===== config.mk =====
export PLATFORM = sky130hd
export DESIGN_NAME = ethernet_rx_filter_demux_top
export DESIGN_NICKNAME = d
export VERILOG_FILES = /design/src/sv/erfd_pkg.sv /design/src/sv/erfd_conn_table.sv /design/src/sv/ethernet_rx_filter_demux_top.sv
export SDC_FILE = /design/constraint.sdc
export NUM_CORES = 2
export LEC_CHECK = 0
export BUFFER_PORTS_ARGS = -buffer_cell sky130_fd_sc_hd__buf_2
export CORE_MARGIN = 4
export CORE_UTILIZATION = 30
export DETAILED_ROUTE_END_ITERATION = 8
export SLEW_MARGIN = 20
export SYNTH_ARGS = -nofsm -noshare
export SYNTH_HDL_FRONTEND = slang
export SYNTH_SLANG_ARGS = --single-unit

===== constraint.sdc =====
create_clock -name i_clk -period 5.4 [get_ports i_clk]
set_clock_uncertainty 0.05 [all_clocks]
set_input_delay 0.27 -clock i_clk [delete_from_list [all_inputs] [get_ports i_clk]]
set_output_delay 0.27 -clock i_clk [all_outputs]
set_load 0.005 [all_outputs]

===== src/sv/erfd_pkg.sv =====
// ----------------------------------------------------------------------------
// erfd_pkg
// Shared types and constants of the receive filter and connection demux.
// ----------------------------------------------------------------------------
package erfd_pkg;

    localparam int CONNECTIONS = 32;
    localparam int MCAST_SLOTS = 4;
    localparam int CONN_AW     = (CONNECTIONS > 1) ? $clog2(CONNECTIONS) : 1;
    localparam int ADDR_W      = 48;
    localparam int TYPE_W      = 16;
    localparam int TARGET_W    = 5;
    localparam int CFG_IDX_W   = 3;

    localparam logic [ADDR_W-1:0] BCAST_ADDR = '1;

    typedef enum logic [1:0] {
        FUNC_RX    = 2'd0,
        FUNC_TX    = 2'd1,
        FUNC_WRITE = 2'd2,
        FUNC_NONE  = 2'd3
    } t_func;

    typedef enum logic [2:0] {
        ACT_ORIGINAL   = 3'd0,
        ACT_COPY       = 3'd1,
        ACT_TRACE      = 3'd2,
        ACT_TO_WIRE    = 3'd3,
        ACT_FILTERED   = 3'd4,
        ACT_DISCARDED  = 3'd5,
        ACT_RETURNED   = 3'd6,
        ACT_WRITE_DONE = 3'd7
    } t_action;

    typedef enum logic [CFG_IDX_W-1:0] {
        CFG_STATION  = 3'd0,
        CFG_PROM     = 3'd1,
        CFG_MCAST0   = 3'd2,
        CFG_MCAST1   = 3'd3,
        CFG_MCAST2   = 3'd4,
        CFG_MCAST3   = 3'd5,
        CFG_MCAST_EN = 3'd6
    } t_cfg_reg;

    typedef enum logic [2:0] {
        S_IDLE,
        S_CHECK,
        S_FILT,
        S_SCAN,
        S_FINAL
    } t_state;

    typedef struct packed {
        logic [TYPE_W-1:0] conn_type;
        logic              any_type;
        logic              prom;
        logic              bridge;
        logic              headers_only;
    } t_conn_entry;

    typedef struct packed {
        logic               en;
        logic [CONN_AW-1:0] addr;
        logic               valid;
        t_conn_entry        entry;
    } t_tbl_wr;

endpackage


===== src/sv/erfd_conn_table.sv =====
// ----------------------------------------------------------------------------
// erfd_conn_table
// Connection table: one synchronous memory for the entry payload and a row
// of valid flops that reset clears at once.
// ----------------------------------------------------------------------------
module erfd_conn_table
    import erfd_pkg::*;
(
    input  logic               i_clk,
    input  logic               i_rst_n,
    input  t_tbl_wr            i_wr,
    input  logic [CONN_AW-1:0] i_rd_addr,
    output logic               o_rd_valid,
    output t_conn_entry        o_rd_entry
);

    t_conn_entry            r_mem [CONNECTIONS];
    logic [CONNECTIONS-1:0] r_valid;
    logic                   r_rd_valid;
    t_conn_entry            r_rd_entry;
    logic                   rd_in_range;

    assign rd_in_range = int'(i_rd_addr) < CONNECTIONS;

    always_ff @(posedge i_clk) begin
        if (i_wr.en) begin
            r_mem[i_wr.addr] <= i_wr.entry;
        end
        r_rd_entry <= r_mem[i_rd_addr];
    end

    always_ff @(posedge i_clk) begin
        if (!i_rst_n) begin
            r_valid    <= '0;
            r_rd_valid <= 1'b0;
        end else begin
            if (i_wr.en) begin
                r_valid[i_wr.addr] <= i_wr.valid;
            end
            r_rd_valid <= rd_in_range && r_valid[i_rd_addr];
        end
    end

    assign o_rd_valid = r_rd_valid;
    assign o_rd_entry = r_rd_entry;

endmodule


===== src/sv/ethernet_rx_filter_demux_top.sv =====
// ----------------------------------------------------------------------------
// ethernet_rx_filter_demux_top
// Address filter and ethertype demultiplexer over a table of connections.
// ----------------------------------------------------------------------------
// One item at a time. A table write or an unused selector goes straight
// to the final state and answers with a single result. A frame passes the
// address checks and then, when it is scanned, every table entry in turn,
// read from the table memory one entry per cycle; a filtered loopback
// instead passes a filter state that reports it as filtered. Each item
// ends with its final result. Results appear on the output ports at most
// one per cycle with o_strobe and cannot be held off; the item's final
// result carries o_last. busy drops in the cycle that shows the final
// result, so the next start may follow at once.
// Table writes happen only while idle, so a scan never sees a table entry
// change under it.
module ethernet_rx_filter_demux_top
    import erfd_pkg::*;
(
    input  logic                 i_clk,
    input  logic                 i_rst_n,
    input  logic                 start,
    output logic                 busy,
    input  logic [1:0]           i_func,
    input  logic [ADDR_W-1:0]    i_dest_addr,
    input  logic [ADDR_W-1:0]    i_src_addr,
    input  logic [TYPE_W-1:0]    i_ether_type,
    input  logic [4:0]           i_conn_index,
    input  logic                 i_conn_valid,
    input  logic [TYPE_W-1:0]    i_conn_type,
    input  logic                 i_conn_any_type,
    input  logic                 i_conn_prom,
    input  logic                 i_conn_bridge,
    input  logic                 i_conn_headers_only,
    input  logic                 i_cfg_valid,
    output logic                 o_cfg_ready,
    input  logic [CFG_IDX_W-1:0] i_cfg_index,
    input  logic [ADDR_W-1:0]    i_cfg_data,
    output logic                 o_strobe,
    output logic [2:0]           o_action,
    output logic [TARGET_W-1:0]  o_target_conn,
    output logic                 o_last
);

    // Configuration registers.
    logic [ADDR_W-1:0] r_station;
    logic              r_prom;
    logic [ADDR_W-1:0] r_mcast_addr [4];
    logic [3:0]        r_mcast_en;

    // Control and item registers.
    t_state             r_state, n_state;
    t_func              r_func, n_func;
    logic [ADDR_W-1:0]  r_dest, n_dest;
    logic [ADDR_W-1:0]  r_src, n_src;
    logic [TYPE_W-1:0]  r_type, n_type;
    logic               r_tome, n_tome;
    logic               r_fromme, n_fromme;
    logic               r_multi, n_multi;
    logic [CONN_AW-1:0] r_scan_idx, n_scan_idx;
    logic [CONN_AW-1:0] r_taker, n_taker;
    logic               r_taker_found, n_taker_found;
    t_action            r_final_act, n_final_act;

    // Output registers.
    logic                r_strobe, n_strobe;
    t_action             r_action, n_action;
    logic [TARGET_W-1:0] r_target, n_target;
    logic                r_last, n_last;

    // Address checks, evaluated in the check state.
    logic accept;
    logic bcast;
    logic mcast_hit;
    logic filtered;
    logic tome_now;
    logic loopback;

    // Table interface.
    t_tbl_wr            tbl_wr;
    logic [CONN_AW-1:0] rd_addr;
    logic               rd_valid;
    t_conn_entry        rd_entry;
    logic               fromwire;
    logic               match;
    logic               scan_end;

    assign accept      = start && !busy;
    assign busy        = (r_state != S_IDLE);
    assign o_cfg_ready = 1'b1;

    always_ff @(posedge i_clk) begin
        if (!i_rst_n) begin
            r_station  <= '0;
            r_prom     <= 1'b0;
            r_mcast_en <= '0;
            for (int i = 0; i < 4; i++) begin
                r_mcast_addr[i] <= '0;
            end
        end else if (i_cfg_valid && o_cfg_ready) begin
            case (t_cfg_reg'(i_cfg_index))
                CFG_STATION:  r_station       <= i_cfg_data;
                CFG_PROM:     r_prom          <= i_cfg_data[0];
                CFG_MCAST0:   r_mcast_addr[0] <= i_cfg_data;
                CFG_MCAST1:   r_mcast_addr[1] <= i_cfg_data;
                CFG_MCAST2:   r_mcast_addr[2] <= i_cfg_data;
                CFG_MCAST3:   r_mcast_addr[3] <= i_cfg_data;
                CFG_MCAST_EN: r_mcast_en      <= i_cfg_data[3:0];
                default: ;
            endcase
        end
    end

    always_comb begin
        mcast_hit = 1'b0;
        for (int i = 0; i < MCAST_SLOTS; i++) begin
            if (r_mcast_en[i] && (r_mcast_addr[i] == r_dest)) begin
                mcast_hit = 1'b1;
            end
        end
    end

    assign bcast    = (r_dest == BCAST_ADDR);
    assign tome_now = (r_dest == r_station);
    assign filtered = r_dest[40] && !bcast && !r_prom && !mcast_hit;
    assign loopback = tome_now || bcast || r_prom;

    // The table write is taken straight from the ports at the accept edge.
    always_comb begin
        tbl_wr.en                 = accept && (t_func'(i_func) == FUNC_WRITE)
                                    && (int'(i_conn_index) < CONNECTIONS);
        tbl_wr.addr               = CONN_AW'(i_conn_index);
        tbl_wr.valid              = i_conn_valid;
        tbl_wr.entry.conn_type    = i_conn_type;
        tbl_wr.entry.any_type     = i_conn_any_type;
        tbl_wr.entry.prom         = i_conn_prom;
        tbl_wr.entry.bridge       = i_conn_bridge;
        tbl_wr.entry.headers_only = i_conn_headers_only;
    end

    // Entry 0 is read during the check; each scan cycle reads the next one.
    assign rd_addr = (r_state == S_CHECK) ? '0 : r_scan_idx + 1'b1;

    erfd_conn_table u_table (
        .i_clk      (i_clk),
        .i_rst_n    (i_rst_n),
        .i_wr       (tbl_wr),
        .i_rd_addr  (rd_addr),
        .o_rd_valid (rd_valid),
        .o_rd_entry (rd_entry)
    );

    assign fromwire = (r_func == FUNC_RX);
    assign scan_end = (r_scan_idx == CONN_AW'(CONNECTIONS - 1));
    assign match    = rd_valid
                      && (rd_entry.any_type || (rd_entry.conn_type == r_type))
                      && (r_tome || r_multi || rd_entry.prom)
                      && !(rd_entry.bridge && !fromwire && !r_fromme);

    // Next state.
    always_comb begin
        n_state = r_state;
        case (r_state)
            S_IDLE: begin
                if (accept) begin
                    if (t_func'(i_func) == FUNC_RX || t_func'(i_func) == FUNC_TX) begin
                        n_state = S_CHECK;
                    end else begin
                        n_state = S_FINAL;
                    end
                end
            end
            S_CHECK: begin
                if (fromwire) begin
                    n_state = filtered ? S_FINAL : S_SCAN;
                end else if (!loopback) begin
                    n_state = S_FINAL;
                end else begin
                    n_state = filtered ? S_FILT : S_SCAN;
                end
            end
            S_FILT: n_state = S_FINAL;
            S_SCAN: begin
                if (scan_end) begin
                    n_state = S_FINAL;
                end
            end
            S_FINAL: n_state = S_IDLE;
            default: n_state = S_IDLE;
        endcase
    end

    // Datapath and results.
    always_comb begin
        n_func        = r_func;
        n_dest        = r_dest;
        n_src         = r_src;
        n_type        = r_type;
        n_tome        = r_tome;
        n_fromme      = r_fromme;
        n_multi       = r_multi;
        n_scan_idx    = r_scan_idx;
        n_taker       = r_taker;
        n_taker_found = r_taker_found;
        n_final_act   = r_final_act;
        n_strobe      = 1'b0;
        n_action      = r_action;
        n_target      = '0;
        n_last        = 1'b0;
        case (r_state)
            S_IDLE: begin
                if (accept) begin
                    n_func        = t_func'(i_func);
                    n_dest        = i_dest_addr;
                    n_src         = i_src_addr;
                    n_type        = i_ether_type;
                    n_taker_found = 1'b0;
                    n_final_act   = (t_func'(i_func) == FUNC_WRITE) ? ACT_WRITE_DONE
                                                                    : ACT_RETURNED;
                end
            end
            S_CHECK: begin
                n_tome     = tome_now;
                n_fromme   = (r_src == r_station);
                n_multi    = r_dest[40];
                n_scan_idx = '0;
                if (fromwire) begin
                    n_final_act = filtered ? ACT_FILTERED : ACT_DISCARDED;
                end else begin
                    n_final_act = tome_now ? ACT_DISCARDED : ACT_TO_WIRE;
                end
            end
            S_FILT: begin
                n_strobe = 1'b1;
                n_action = ACT_FILTERED;
            end
            S_SCAN: begin
                n_scan_idx = r_scan_idx + 1'b1;
                if (match) begin
                    if (rd_entry.headers_only) begin
                        n_strobe = 1'b1;
                        n_action = ACT_TRACE;
                        n_target = TARGET_W'(r_scan_idx);
                    end else if (fromwire && !r_taker_found) begin
                        // The first plain taker gets the original at the end.
                        n_taker_found = 1'b1;
                        n_taker       = r_scan_idx;
                        n_final_act   = ACT_ORIGINAL;
                    end else begin
                        n_strobe = 1'b1;
                        n_action = ACT_COPY;
                        n_target = TARGET_W'(r_scan_idx);
                    end
                end
            end
            S_FINAL: begin
                n_strobe = 1'b1;
                n_last   = 1'b1;
                n_action = r_final_act;
                if (r_final_act == ACT_ORIGINAL) begin
                    n_target = TARGET_W'(r_taker);
                end
            end
            default: ;
        endcase
    end

    always_ff @(posedge i_clk) begin
        if (!i_rst_n) begin
            r_state       <= S_IDLE;
            r_strobe      <= 1'b0;
            r_last        <= 1'b0;
            r_taker_found <= 1'b0;
        end else begin
            r_state       <= n_state;
            r_strobe      <= n_strobe;
            r_last        <= n_last;
            r_taker_found <= n_taker_found;
        end
    end

    always_ff @(posedge i_clk) begin
        r_func      <= n_func;
        r_dest      <= n_dest;
        r_src       <= n_src;
        r_type      <= n_type;
        r_tome      <= n_tome;
        r_fromme    <= n_fromme;
        r_multi     <= n_multi;
        r_scan_idx  <= n_scan_idx;
        r_taker     <= n_taker;
        r_final_act <= n_final_act;
        r_action    <= n_action;
        r_target    <= n_target;
    end

    assign o_strobe      = r_strobe;
    assign o_action      = r_action;
    assign o_target_conn = r_target;
    assign o_last        = r_last;

    // An item's final result is never directly followed by another result.
    a_last_gap: assert property (@(posedge i_clk) disable iff (!i_rst_n)
        o_strobe && o_last |=> !o_strobe)
        else $error("result directly after the final result of an item");

    // Accepting an item makes the block busy.
    a_busy_after_start: assert property (@(posedge i_clk) disable iff (!i_rst_n)
        start && !busy |=> busy)
        else $error("block not busy after accepting an item");

    // The original delivery is always the final result of a received frame.
    a_original_last: assert property (@(posedge i_clk) disable iff (!i_rst_n)
        o_strobe && (o_action == ACT_ORIGINAL) |-> o_last)
        else $error("original delivery not marked last");

    // Results before the final one appear only while the item is still busy.
    a_mid_busy: assert property (@(posedge i_clk) disable iff (!i_rst_n)
        o_strobe && !o_last |-> busy)
        else $error("intermediate result while idle");

endmodule


=== After elaboration in Yosys (flattened, before gate mapping) ===
Memory sizes are Yosys's and may differ from the RTL's. A register that Yosys moved wholly into a read port is not among the register bits.
Index checks and enable logic that the tools add are counted.

* Bits in registers: 230
* Memory bits (writable): 832
* Bits of input ports: 195
* Output and inout port bits: 12
* Word-level logic and storage cells: 179
* Memories kept: 2

* Add/subtract/negate cells: 1
* $lt $le $gt $ge: 3
* Eq/ne operators: 27
* Mux-type cells: 70
* Bitwise operators: 5
* Reductions and logical operators: 50

{| class="wikitable"
|+ Memories
! name !! depth !! width !! rd ports !! clocked after Yosys merged registers in !! wr ports !! line !! text
|-
| u_table.r_mem || 32 || 20 || 1 || 1 || 1 || erfd_conn_table.sv:17 || <nowiki>t_conn_entry r_mem [CONNECTIONS];</nowiki>
|-
| r_mcast_addr || 4 || 48 || 4 || 0 || 4 || ethernet_rx_filter_demux_top.sv:47 || <nowiki>logic [ADDR_W-1:0] r_mcast_addr [4];</nowiki>
|}

{| class="wikitable"
|+ Operator list
! kind !! count
|-
| $eq 48x48->1 || 6
|-
| $mux 48 || 4
|-
| $eq 48x48->1 const B || 1
|-
| $mux 3 || 15
|-
| $mux 1 || 36
|-
| $bwmux 32 || 1
|-
| $mux 5 || 5
|-
| $pmux 5 s2 || 2
|-
| $pmux 3 s3 || 2
|-
| $eq 16x16->1 || 1
|-
| $logic_and 1x1->1 || 16
|-
| $eq 3x2->1 const B || 4
|-
| $eq 3x3->1 const B || 4
|-
| $lt 5x6->1 const B || 2
|-
| $pmux 3 s4 || 1
|-
| $ne 2x2->1 const B || 5
|-
| $reduce_and 2->1 || 5
|-
| $reduce_and 5->1 || 2
|-
| $logic_not 3->1 || 3
|-
| $reduce_bool 3->1 || 3
|-
| $logic_not 1->1 || 8
|-
| $eq 3x1->1 const B || 2
|-
| $logic_or 1x1->1 || 6
|-
| $add 5x1->5 const B || 1
|-
| 15 further kinds || 21
|}

=== Longest topological paths before layout ===
An unclocked memory read counts as a cell.

* Word-level depth: 13
* Mapped depth: 13
* Gate-level depth less buffers: 9

=== By module ===
A second synthesis with hierarchy kept.

* Cell total of the unflattened synthesis: 2565
* Area, all modules: 43992.2 um2

{| class="wikitable"
|+ By module, submodules not included
! module !! times used !! cells each !! area each (um2) !! seq. area each (um2)
|-
| erfd_conn_table || 1 || 1191 || 26417.8 || 20279.4
|-
| ethernet_rx_filter_demux_top || 1 || 1374 || 17574.4 || 11040.6
|}

=== Least setup slack after synthesis ===
OpenSTA, ideal clock, no wires.

* Kind: input to register
* From: input port i_cfg_index[2]
* To: memory r_mcast_addr[0][0], enable pin
* Library setup time: 0.520 ns
* Data arrival time: 3.876 ns
* Required time: 4.830 ns
* Setup slack: 0.954 ns
* Stages on the path: 2
* Buffers on the path: 0
* Path through: nand3b_1 -> o21ai_0

{| class="wikitable"
|+ RTL lines
! what !! line !! text
|-
| from (decl) || ethernet_rx_filter_demux_top.sv:36 || <nowiki>input logic [CFG_IDX_W-1:0] i_cfg_index,</nowiki>
|-
| to (decl) || ethernet_rx_filter_demux_top.sv:47 ||
|}

=== Final worst setup path ===
* From: register r_state[0]
* To: register u_table.o_rd_entry[11] (netlist name)

* Longest elaborated chain between the ends: 2

{| class="wikitable"
|+ RTL lines
! what !! line !! text
|-
| from (decl) || ethernet_rx_filter_demux_top.sv:51 || <nowiki>t_state r_state, n_state;</nowiki>
|-
| from (signal assigned) || ethernet_rx_filter_demux_top.sv:274 || <nowiki>r_state <= n_state;</nowiki>
|-
| $eq 3x1->1 || ethernet_rx_filter_demux_top.sv:141 || <nowiki>assign rd_addr = (r_state == S_CHECK) ? '0 : r_scan_idx + 1'b1;</nowiki>
|-
| $mux 5 || ethernet_rx_filter_demux_top.sv:141 ||
|}

Every way passes these cells.
A chain may end at the register's enable or synchronous reset.

==> impl_metrics.json <==
{
  "outcome": "finished clean",
  "fin_nets": 3609,
  "cts-htree-levels": 3,
  "cts_root_buf": "clkbuf_16",
  "synthCells": 3066,
  "post-route-period-util_pct": 69.56,
  "r2r_slack_ns": 1.64,
  "setup_violations": 0,
  "p_leak_nw": 17.34,
  "syn_nets": 3263,
  "synth_top_area_share_pct": 65.27,
  "std_cell_rows": 140,
  "clock_latency_ns": 0.73,
  "arrival_ns": 4.38,
  "vias": 27840,
  "critPathKind": "reg -> reg",
  "hp-class": "in -> reg",
  "hpwl_um": 83670,
  "vdd_drop_max_uv": 285.3,
  "maxCapViolCount": 0,
  "min_to": "u_table.r_mem[19][16]",
  "die_area_um2": 154200,
  "viasPerCell": 5.119,
  "post_cts_resized": 0,
  "synthMuxAreaShare_pct": 3.021,
  "r2r-end": "u_table.o_rd_entry[11]",
  "grt_antenna_before_repair": 26,
  "finalSetupTns_ns": 0,
  "synth_common_cells": "edfxtp_1 (965), nand2_1 (303), and2_1 (271), clkbuf_1 (168), xnor2_1 (146)",
  "ys_seq_area_share_pct": 70.55,
  "clkSlewWorstSetupHoldPaths_ns": 0.06,
  "reg2reg_from": "r_state[0]",
  "fillCellCount": 13740,
  "place_congestion": 0.8887,
  "synth_most_common_cell": "edfxtp_1",
  "wl_per_cell_um": 25.31,
  "path_cells": "inv_2 -> or3_1 -> inv_4 -> or2_4 -> buf_4 -> o22ai_1 -> o21ai_0 -> mux4_2 -> mux2_2",
  "grt_max_degree": 173,
  "endpoint_kind": "register",
  "worstRegToRegCells": 9,
  "min_from": "i_conn_type[12]",
  "drt-total-wl_um": 137600,
  "grt_pass1_vias": 26900,
  "required_ns": 6.02,
  "ys.flop_type": "edfxtp_1",
  "cts_hold_buf": 202,
  "drtIter0Drc": 3340,
  "syn_avg_cell_area_um2": 14.48,
  "grt_pass1_wl_um": 194200,
  "drcViolationCount": 0,
  "tightest_slew_ns": 1.194,
  "cts_tree": "done",
  "cts_made_buffers": 105,
  "holdPathStages": 1,
  "synth_largest_area_cell": "edfxtp_1",
  "synth_edf_count": 965,
  "yosys.area_share.adder_pct": 0.05637,
  "pre_cts_ws_ns": 1.666,
  "clockBufferDepth": 3,
  "drv_slew": 0,
  "critPathTopFamily": "simple AND/OR/NAND/NOR gates",
  "syn_to_final_growth_pct": 19.87,
  "postCtsSetupRepairBufs": 0,
  "start_kind": "register",
  "netlist_area_um2": 44400,
  "grtUsageTotal_pct": 17.28,
  "p_total_w": 0.01839,
  "cp_num_buf_inv": 3,
  "core-area_um2": 146300,
  "fin_ws_ns": 1.644,
  "synthSimpleGateAreaFrac_pct": 9.176,
  "dr.pass1.iters": 5,
  "ys_top_cells_by_area": "edfxtp_1 (65%), dfxtp_1 (5.3%), and2_1 (3.8%)",
  "drive_gt1_share_pct": 15.95,
  "numPortBuffers": 205,
  "p_per_area_nw_per_um2": 345.6,
  "relSlewSlack_pct": 20.14,
  "synth_top_family_by_area": "simple AND/OR/NAND/NOR gates",
  "clock_sinks": 1082,
  "ys_warn_count": 0,
  "final_util_pct": 36.38,
  "initial_utilization_pct": 30.35,
  "synth-xor-area-share_pct": 5.682,
  "fmax_mhz": 266.2,
  "synth_seq_cells": 1082,
  "die_h_um": 392.7,
  "hold_viol": 0,
  "slowest_delay_ns": 0.76,
  "period_needed_ns": 3.756,
  "cp_slowest_cell": "or2_4",
  "postRouteAntennaNets": 0,
  "rsz0062_at_grt": "false",
  "async_flop_share_pct": 0,
  "regArea_um2": 31320,
  "ys_types": 58,
  "synth_compound_area_share_pct": 9.148,
  "die_x_um": 392.7,
  "cp_max_fo": 79,
  "multi_input_area_um2": 12320,
  "io_pins": 207,
  "grt_overflow": 0
}
layout make-up:
type,instances,area share [%]
Sequential cell,1082,58.85
Clock buffer,139,5.408
Timing Repair Buffer,461,6.757
Tap cell,1917,4.507
Multi-Input combinational cell,1739,23.14
Clock inverter,60,1.070
Antenna cell,17,0.07994
Inverter,23,0.1810
stage by stage:
stage | std cells | hold slack (ns) | cell area [um^2]
detailed placement | 5016 | 0.3981 | 47610
global route | 5425 | 0.04841 | 53180
finish | 5438 | 0.05742 | 53220
floorplan | 3066 | 0.3189 | 44400
CTS | 5417 | 0.008419 | 53080
global placement | 5016 | 0.3916 | 47610
logic make-up (layout without fill, tap and decap cells):
group | after synthesis | in the layout
flops | 1082 | 1082
simple gates | 793 | 793
compound gates | 576 | 576
xor+xnor | 288 | 288
buf+inv | 245 | 683
mux | 79 | 79
fa+ha+maj | 2 | 2
other cells | 1 | 18
registers in the layout, indices dropped and copies added (netlist names), 4 cells and up:
name / count
o_target_conn: 5
r_dest: 48
r_mcast_addr: 192
r_mcast_en: 4
r_scan_idx: 5
r_src: 48
r_station: 48
r_taker: 5
r_type: 16
u_table.o_rd_entry: 20
u_table.r_mem: 640
u_table.r_valid: 32
worst max-delay path by stage:
stage / endpoint / cells past startpoint / start / slack (ns)
after floorplan: r_mcast_addr[0][0] / 2 / i_cfg_index[2] / 0.95
after global placement: u_table.o_rd_entry[11] / 9 / r_state[0] / 1.66
after detailed placement: u_table.o_rd_entry[11] / 9 / r_state[0] / 1.67
after CTS: u_table.o_rd_entry[11] / 9 / r_state[0] / 1.68
after global routing: u_table.o_rd_entry[11] / 9 / r_state[0] / 1.48
final: u_table.o_rd_entry[11] / 9 / r_state[0] / 1.64
cells in the final DEF, fill, tap and decap left out, types with 7 or more instances in the layout:
cell / netlist / routed
mux2_2: 20 / 20
nor2_2: 1 / 13
a21boi_0: 80 / 80
and2_1: 271 / 271
a22o_1: 8 / 8
bufinv_16: 0 / 7
nor2_4: 0 / 26
buf_4: 1 / 45
and2_0: 8 / 8
nand2_1: 303 / 302
o21ai_0: 129 / 125
nand3b_1: 7 / 7
inv_1: 20 / 19
xor2_1: 142 / 142
clkbuf_8: 0 / 8
dfxtp_1: 117 / 117
clkinv_2: 0 / 22
mux4_2: 42 / 42
o22ai_1: 89 / 89
diode_2: 0 / 17
mux2i_1: 17 / 17
a31oi_1: 82 / 82
o221ai_1: 86 / 86
dlygate4sd3_1: 0 / 202
xnor2_1: 146 / 146
nand3_1: 7 / 7
nor4_1: 50 / 49
a211oi_1: 52 / 52
buf_12: 0 / 8
clkbuf_1: 168 / 24
nand4_1: 59 / 59
edfxtp_1: 965 / 965
a211oi_2: 29 / 29
clkinv_1: 1 / 23
buf_2: 37 / 204
nor2_1: 56 / 18
clkbuf_16: 0 / 107
where the power goes:
part | switching (W) | total, W | internal [W]
combinational | 0.000860 | 0.00144 | 0.000584
clock | 0.00326 | 0.00736 | 0.00410
sequential | 0.000231 | 0.00959 | 0.00935
total | 0.00435 | 0.0184 | 0.0140
per-layer routing:
layer	track usage (%)	part of all wire, %	vias to the layer above
met1	23.88	42	14150
met5	0	0.039	-
met2	27.20	46	1217
li1	-	-	12270
met4	4.751	2.7	8
met3	4.119	9.1	189
No activity file was read; power rests on OpenSTA's default activity.
